## src/rtl/core/rpb_pkg.sv

```systemverilog
// Shared types, widths and helpers for the relative position bucket core.
// Used by the log cell, the divide cell and the top level.
`default_nettype none

package rpb_pkg;

  localparam int unsigned PosBits     = 16;
  localparam int unsigned LogFracBits = 16;
  localparam int unsigned MaxBuckets  = 256;
  localparam int unsigned LogIntBits  = 4;
  localparam int unsigned LogW        = LogIntBits + LogFracBits;
  localparam int unsigned NumW        = LogW + 8;
  localparam int unsigned QuotBits    = 8;
  localparam int unsigned NumLanes    = 3;

  // Configuration register indexes.
  localparam logic [1:0] RegBucketCount   = 2'd0;
  localparam logic [1:0] RegDistanceLimit = 2'd1;
  localparam logic [1:0] RegTwoSided      = 2'd2;

  // Lanes of the log chain.
  localparam int unsigned LaneDist  = 0;
  localparam int unsigned LaneExact = 1;
  localparam int unsigned LaneLimit = 2;

  typedef struct packed {
    logic       fault;
    logic       exact;
    logic [8:0] ret;
    logic [8:0] n;
    logic [7:0] e;
  } rpb_ctrl_t;

  typedef struct packed {
    logic [31:0]     y;
    logic [LogW-1:0] acc;
  } rpb_lane_t;

  typedef rpb_lane_t [NumLanes-1:0] rpb_lanes_t;

  typedef struct packed {
    rpb_ctrl_t ctrl;
    logic      sat;
    logic      zspan;
  } rpb_dctrl_t;

  typedef struct packed {
    logic [NumW-1:0]     rem;
    logic [NumW-1:0]     den;
    logic [QuotBits-1:0] q;
  } rpb_div_t;

  // Integer part and normalized Q1.31 mantissa of a nonzero value.
  function automatic rpb_lane_t rpb_norm(input logic [PosBits-1:0] x);
    rpb_lane_t            r;
    logic [LogIntBits-1:0] k;
    k = '0;
    for (int i = 1; i < PosBits; i++) begin
      if (x[i]) begin
        k = LogIntBits'(i);
      end
    end
    r.y   = {{(32-PosBits){1'b0}}, x} << (5'd31 - 5'(k));
    r.acc = LogW'(k);
    return r;
  endfunction

endpackage

`default_nettype wire

```

## src/rtl/core/rpb_div_cell.sv

```systemverilog
// One restoring quotient bit of the log ratio divide.
// Depends on rpb_pkg.
`default_nettype none

module rpb_div_cell
  import rpb_pkg::*;
(
  input  logic       clk_i,
  input  logic       rst_ni,
  input  logic       en_i,
  input  logic       valid_i,
  input  rpb_dctrl_t ctrl_i,
  input  rpb_div_t   div_i,
  output logic       valid_o,
  output rpb_dctrl_t ctrl_o,
  output rpb_div_t   div_o
);

  logic       valid_q;
  rpb_dctrl_t ctrl_q;
  rpb_div_t   div_q, div_d;

  always_comb begin
    logic ge;
    ge = div_i.rem >= div_i.den;
    div_d.rem = ge ? div_i.rem - div_i.den : div_i.rem;
    div_d.den = div_i.den >> 1;
    div_d.q   = {div_i.q[QuotBits-2:0], ge};
  end

  always_ff @(posedge clk_i or negedge rst_ni) begin
    if (!rst_ni) begin
      valid_q <= 1'b0;
    end else if (en_i) begin
      valid_q <= valid_i;
    end
  end

  always_ff @(posedge clk_i) begin
    if (en_i) begin
      ctrl_q <= ctrl_i;
      div_q  <= div_d;
    end
  end

  assign valid_o = valid_q;
  assign ctrl_o  = ctrl_q;
  assign div_o   = div_q;

endmodule

`default_nettype wire

```

## config.mk

```make
export PLATFORM = sky130hd
export DESIGN_NAME = rpb_div_cell
export DESIGN_NICKNAME = d
export VERILOG_FILES = /design/src/rtl/core/rpb_pkg.sv /design/src/rtl/core/rpb_div_cell.sv
export SDC_FILE = /design/constraint.sdc
export NUM_CORES = 1
export LEC_CHECK = 0
export ABC_AREA = 1
export BUFFER_PORTS_ARGS = -buffer_cell sky130_fd_sc_hd__buf_4
export CORE_MARGIN = 4
export CORE_UTILIZATION = 27
export CTS_CLUSTER_SIZE = 30
export DETAILED_ROUTE_END_ITERATION = 16
export GPL_ROUTABILITY_DRIVEN = 0
export GPL_TIMING_DRIVEN = 0
export MAX_ROUTING_LAYER = met4
export PLACE_DENSITY = 0.46
export SETUP_SLACK_MARGIN = 0.5
export SLEW_MARGIN = 10
export SYNTH_ARGS = -nofsm -noshare
export SYNTH_HDL_FRONTEND = slang
export SYNTH_SLANG_ARGS = --single-unit
export TNS_END_PERCENT = 50
```

## constraint.sdc

```tcl
create_clock -name clk_i -period 0.8 [get_ports clk_i]
set_input_delay 0.04 -clock clk_i [delete_from_list [all_inputs] [get_ports clk_i]]
set_output_delay 0.04 -clock clk_i [all_outputs]
set_load 0.05 [all_outputs]
```

==> impl_metrics.json <==
{
  "synth-edff-count": 93,
  "start_kind": "primary input",
  "rows": 52,
  "drt_iter0_drc": 188,
  "setup_viol": 123,
  "synth_seq_area_share_pct": 50.3,
  "wl_um": 17400,
  "cts_hold_buf": 1,
  "hold_start": "ctrl_i[18]",
  "port-buffer-count": 190,
  "seq_power_share_pct": 36.1,
  "syn_nets": 788,
  "peakVddDrop_uv": 1020,
  "violations": "hold timing, setup timing",
  "startpoint": "div_i[23]",
  "power_frac_comb_pct": 38.5,
  "crit_type": "primary input to flip-flop",
  "drt-pass1-iter-count": 5,
  "final_area_um2": 9350,
  "report.final.slew_viol_count": 0,
  "worstSetupEndpointType": "flip-flop",
  "fin_skew_ns": 0,
  "post-route-min-period_ns": 1.50,
  "synth_area_leader_cell": "edfxtp_1",
  "cts_tree": "yes",
  "ios": 193,
  "fp.dieW_um": 152,
  "reg2reg_from": "valid_o",
  "core_area_um2": 20300,
  "holdWs_ns": -0.141,
  "worst_slack_ns": -0.695,
  "die_area_um2": 23100,
  "grt_overflow": 0,
  "drive_gt1_share_pct": 46.8,
  "insertion_delay_ns": 0.35,
  "htree_levels": 3,
  "dpl.hpwl_um": 12700,
  "power_leakage_nw": 4.50,
  "path_max_fanout": 5,
  "yosysUniqueCellTypes": 33,
  "cts_buffers": 9,
  "finalCritPeriodShare_pct": 187,
  "grt_pass1_wl_um": 27200,
  "syn_area_um2": 5600,
  "fmax_ghz": 0.669,
  "synth_common_cells": "nand2_1 (238), inv_1 (144), edfxtp_1 (93)",
  "drc": 0,
  "chipHeight_um": 152,
  "clkSinkCount": 94,
  "antenna_found_initial": 0,
  "rsz0062_at_grt": "true",
  "initial_utilization_pct": 27.6,
  "arrival_ns": 1.62,
  "synth_seq_cells": 94,
  "synthCells": 661,
  "clockBufferDepth": 2,
  "required_ns": 0.92,
  "fin_nets": 1041,
  "clockPowerShare_pct": 25.4,
  "syn_area_per_cell_um2": 8.47,
  "min_path_type": "primary input to flip-flop",
  "fill_cells": 2014,
  "wl_per_cell_um": 14.6,
  "grt_pass1_vias": 5148,
  "hold_violations": 65,
  "p_sw_mw": 6.18,
  "power.internal_mw": 11.1,
  "yosys_most_used_dff": "edfxtp_1",
  "placed_cell_area_um2": 7770,
  "power_density_nw_per_um2": 1840,
  "clk_pin_slew_ns": 0.08,
  "synth.area.top_cells": "edfxtp_1 (50%), nand2_1 (16%), inv_1 (9.7%)",
  "antennaDiodeCount": 0,
  "switching_share_pct": 35.8,
  "syn_to_final_growth_pct": 67.0,
  "vias": 4978,
  "via_per_inst": 4.19,
  "synth_top_area_share_pct": 49.9,
  "postSynth.asyncResetShare_pct": 1.06,
  "grtUsageTotal_pct": 15.2,
  "ant_nets": 0,
  "outcome": "complete, but fails checks",
  "maxCapViolCount": 0,
  "yosysWarnings": 0,
  "yosysMostFrequentCell": "nand2_1",
  "root_buffer": "clkbuf_16",
  "grt_max_degree": 48
}
==> registers in the layout, indices dropped and copies added, names as in the netlist <==
register	count
div_o	63
ctrl_o	30
valid_o	1
==> power by group through the flow <==
stage | Clock (mW) | Sequential [mW] | Combinational (mW)
after CTS | 4.57 | 6.23 | 6.50
after floorplan | 0 | 7.96 | 1.91
after detailed placement | 0 | 6.24 | 5.47
final | 4.38 | 6.22 | 6.64
after global routing | 4.72 | 6.27 | 7.11
after global placement | 0 | 6.24 | 5.46
==> layout make-up <==
cell class	instances	area, µm²	share of cell area (%)
Clock buffer	11	253	2.70
Tap cell	270	338	3.61
Sequential cell	94	2820	30.2
Multi-Input combinational cell	407	2810	30.1
Buffer	8	104	1.11
Timing Repair Buffer	242	2380	25.5
Clock inverter	5	38.8	0.415
Inverter	152	602	6.44
==> final timing paths <==
check,slack (ns),cells after the start,end
setup / recovery,-0.70,16,div_o[58]
hold reg to reg,0.53,1,valid_o
setup reg to reg,0.03,1,valid_o
max in group asynchronous,0.70,2,valid_o
hold / removal,-0.14,1,ctrl_o[18]
min in group asynchronous,0.01,2,valid_o
==> per-layer routing <==
metal / track usage (%) / wire [µm] / vias to the layer above
li1: - / - / 2577
met1: 19.9 / 8090 / 2239
met2: 23.9 / 8040 / 145
met3: 2.96 / 905 / 17
met4: 4.75 / 354 / 0
met5: - / 0 / -
==> cells in the final DEF, fill, tap and decap left out, drive strengths merged <==
master,netlist,routed
ha,28,28
clkbuf,2,13
nand2,242,242
buf,6,247
nand3b,7,7
edfxtp,93,93
conb,1,1
fa,1,1
nor3,1,1
clkinvlp,0,1
mux2,1,1
o21ai,13,13
xnor2,1,1
dlygate4sd3,0,1
nor2,37,37
xor2,13,13
clkinv,1,3
o21bai,1,1
nand3,29,29
a21oi,12,12
inv,151,153
dfrtp,1,1
nand4,20,20
==> what timing repair did <==
item                                    in CTS  in global routing
hold endpoints to repair                    66                 65
endpoints found under the setup margin     217                124
pin swaps                                   37                 32
gates cloned                                 4                  1
gates resized for setup                    177                 61
buffers inserted                            41                  5
==> cell families (layout without fill, tap and decap cells) <==
group	Yosys count	in the layout	synth area share, %
compound gates	26	26	3.24
simple gates	336	336	26.0
buf+inv	160	418	11.4
fa+ha+maj	29	29	6.62
xor+xnor	14	14	2.19
mux	1	1	0.201
flops	94	94	50.3
other cells	1	1	0.0670
==> critical path: stages <==
cell	delay [ns]
buf_6	0.08
inv_4	0.03
ha_4	0.25
nand2_1	0.06
nand2_1	0.07
inv_1	0.07
nand2_2	0.06
nand2_2	0.08
nand2_4	0.06
a21oi_4	0.18
nand3_4	0.12
buf_12	0.16
buf_12	0.12
buf_8	0.13
nand3_4	0.06
nand2_2	0.05
==> metrics by stage <==
stage               total power [mW]  setup slack, ns  setup TNS, ns  util [%]  instances
detailed placement              11.7            -1.24         -93.16      38.3       1121
global placement                11.7            -1.25         -93.75      38.3       1121
floorplan                       9.87           -0.816         -22.69         -        661
global route                    18.1           -0.781         -37.33      46.1       1189
finish                          17.2           -0.695         -32.02      46.1       1189
CTS                             17.3           -0.683         -33.49      45.0       1183
(Power assumes the default switching activity.)
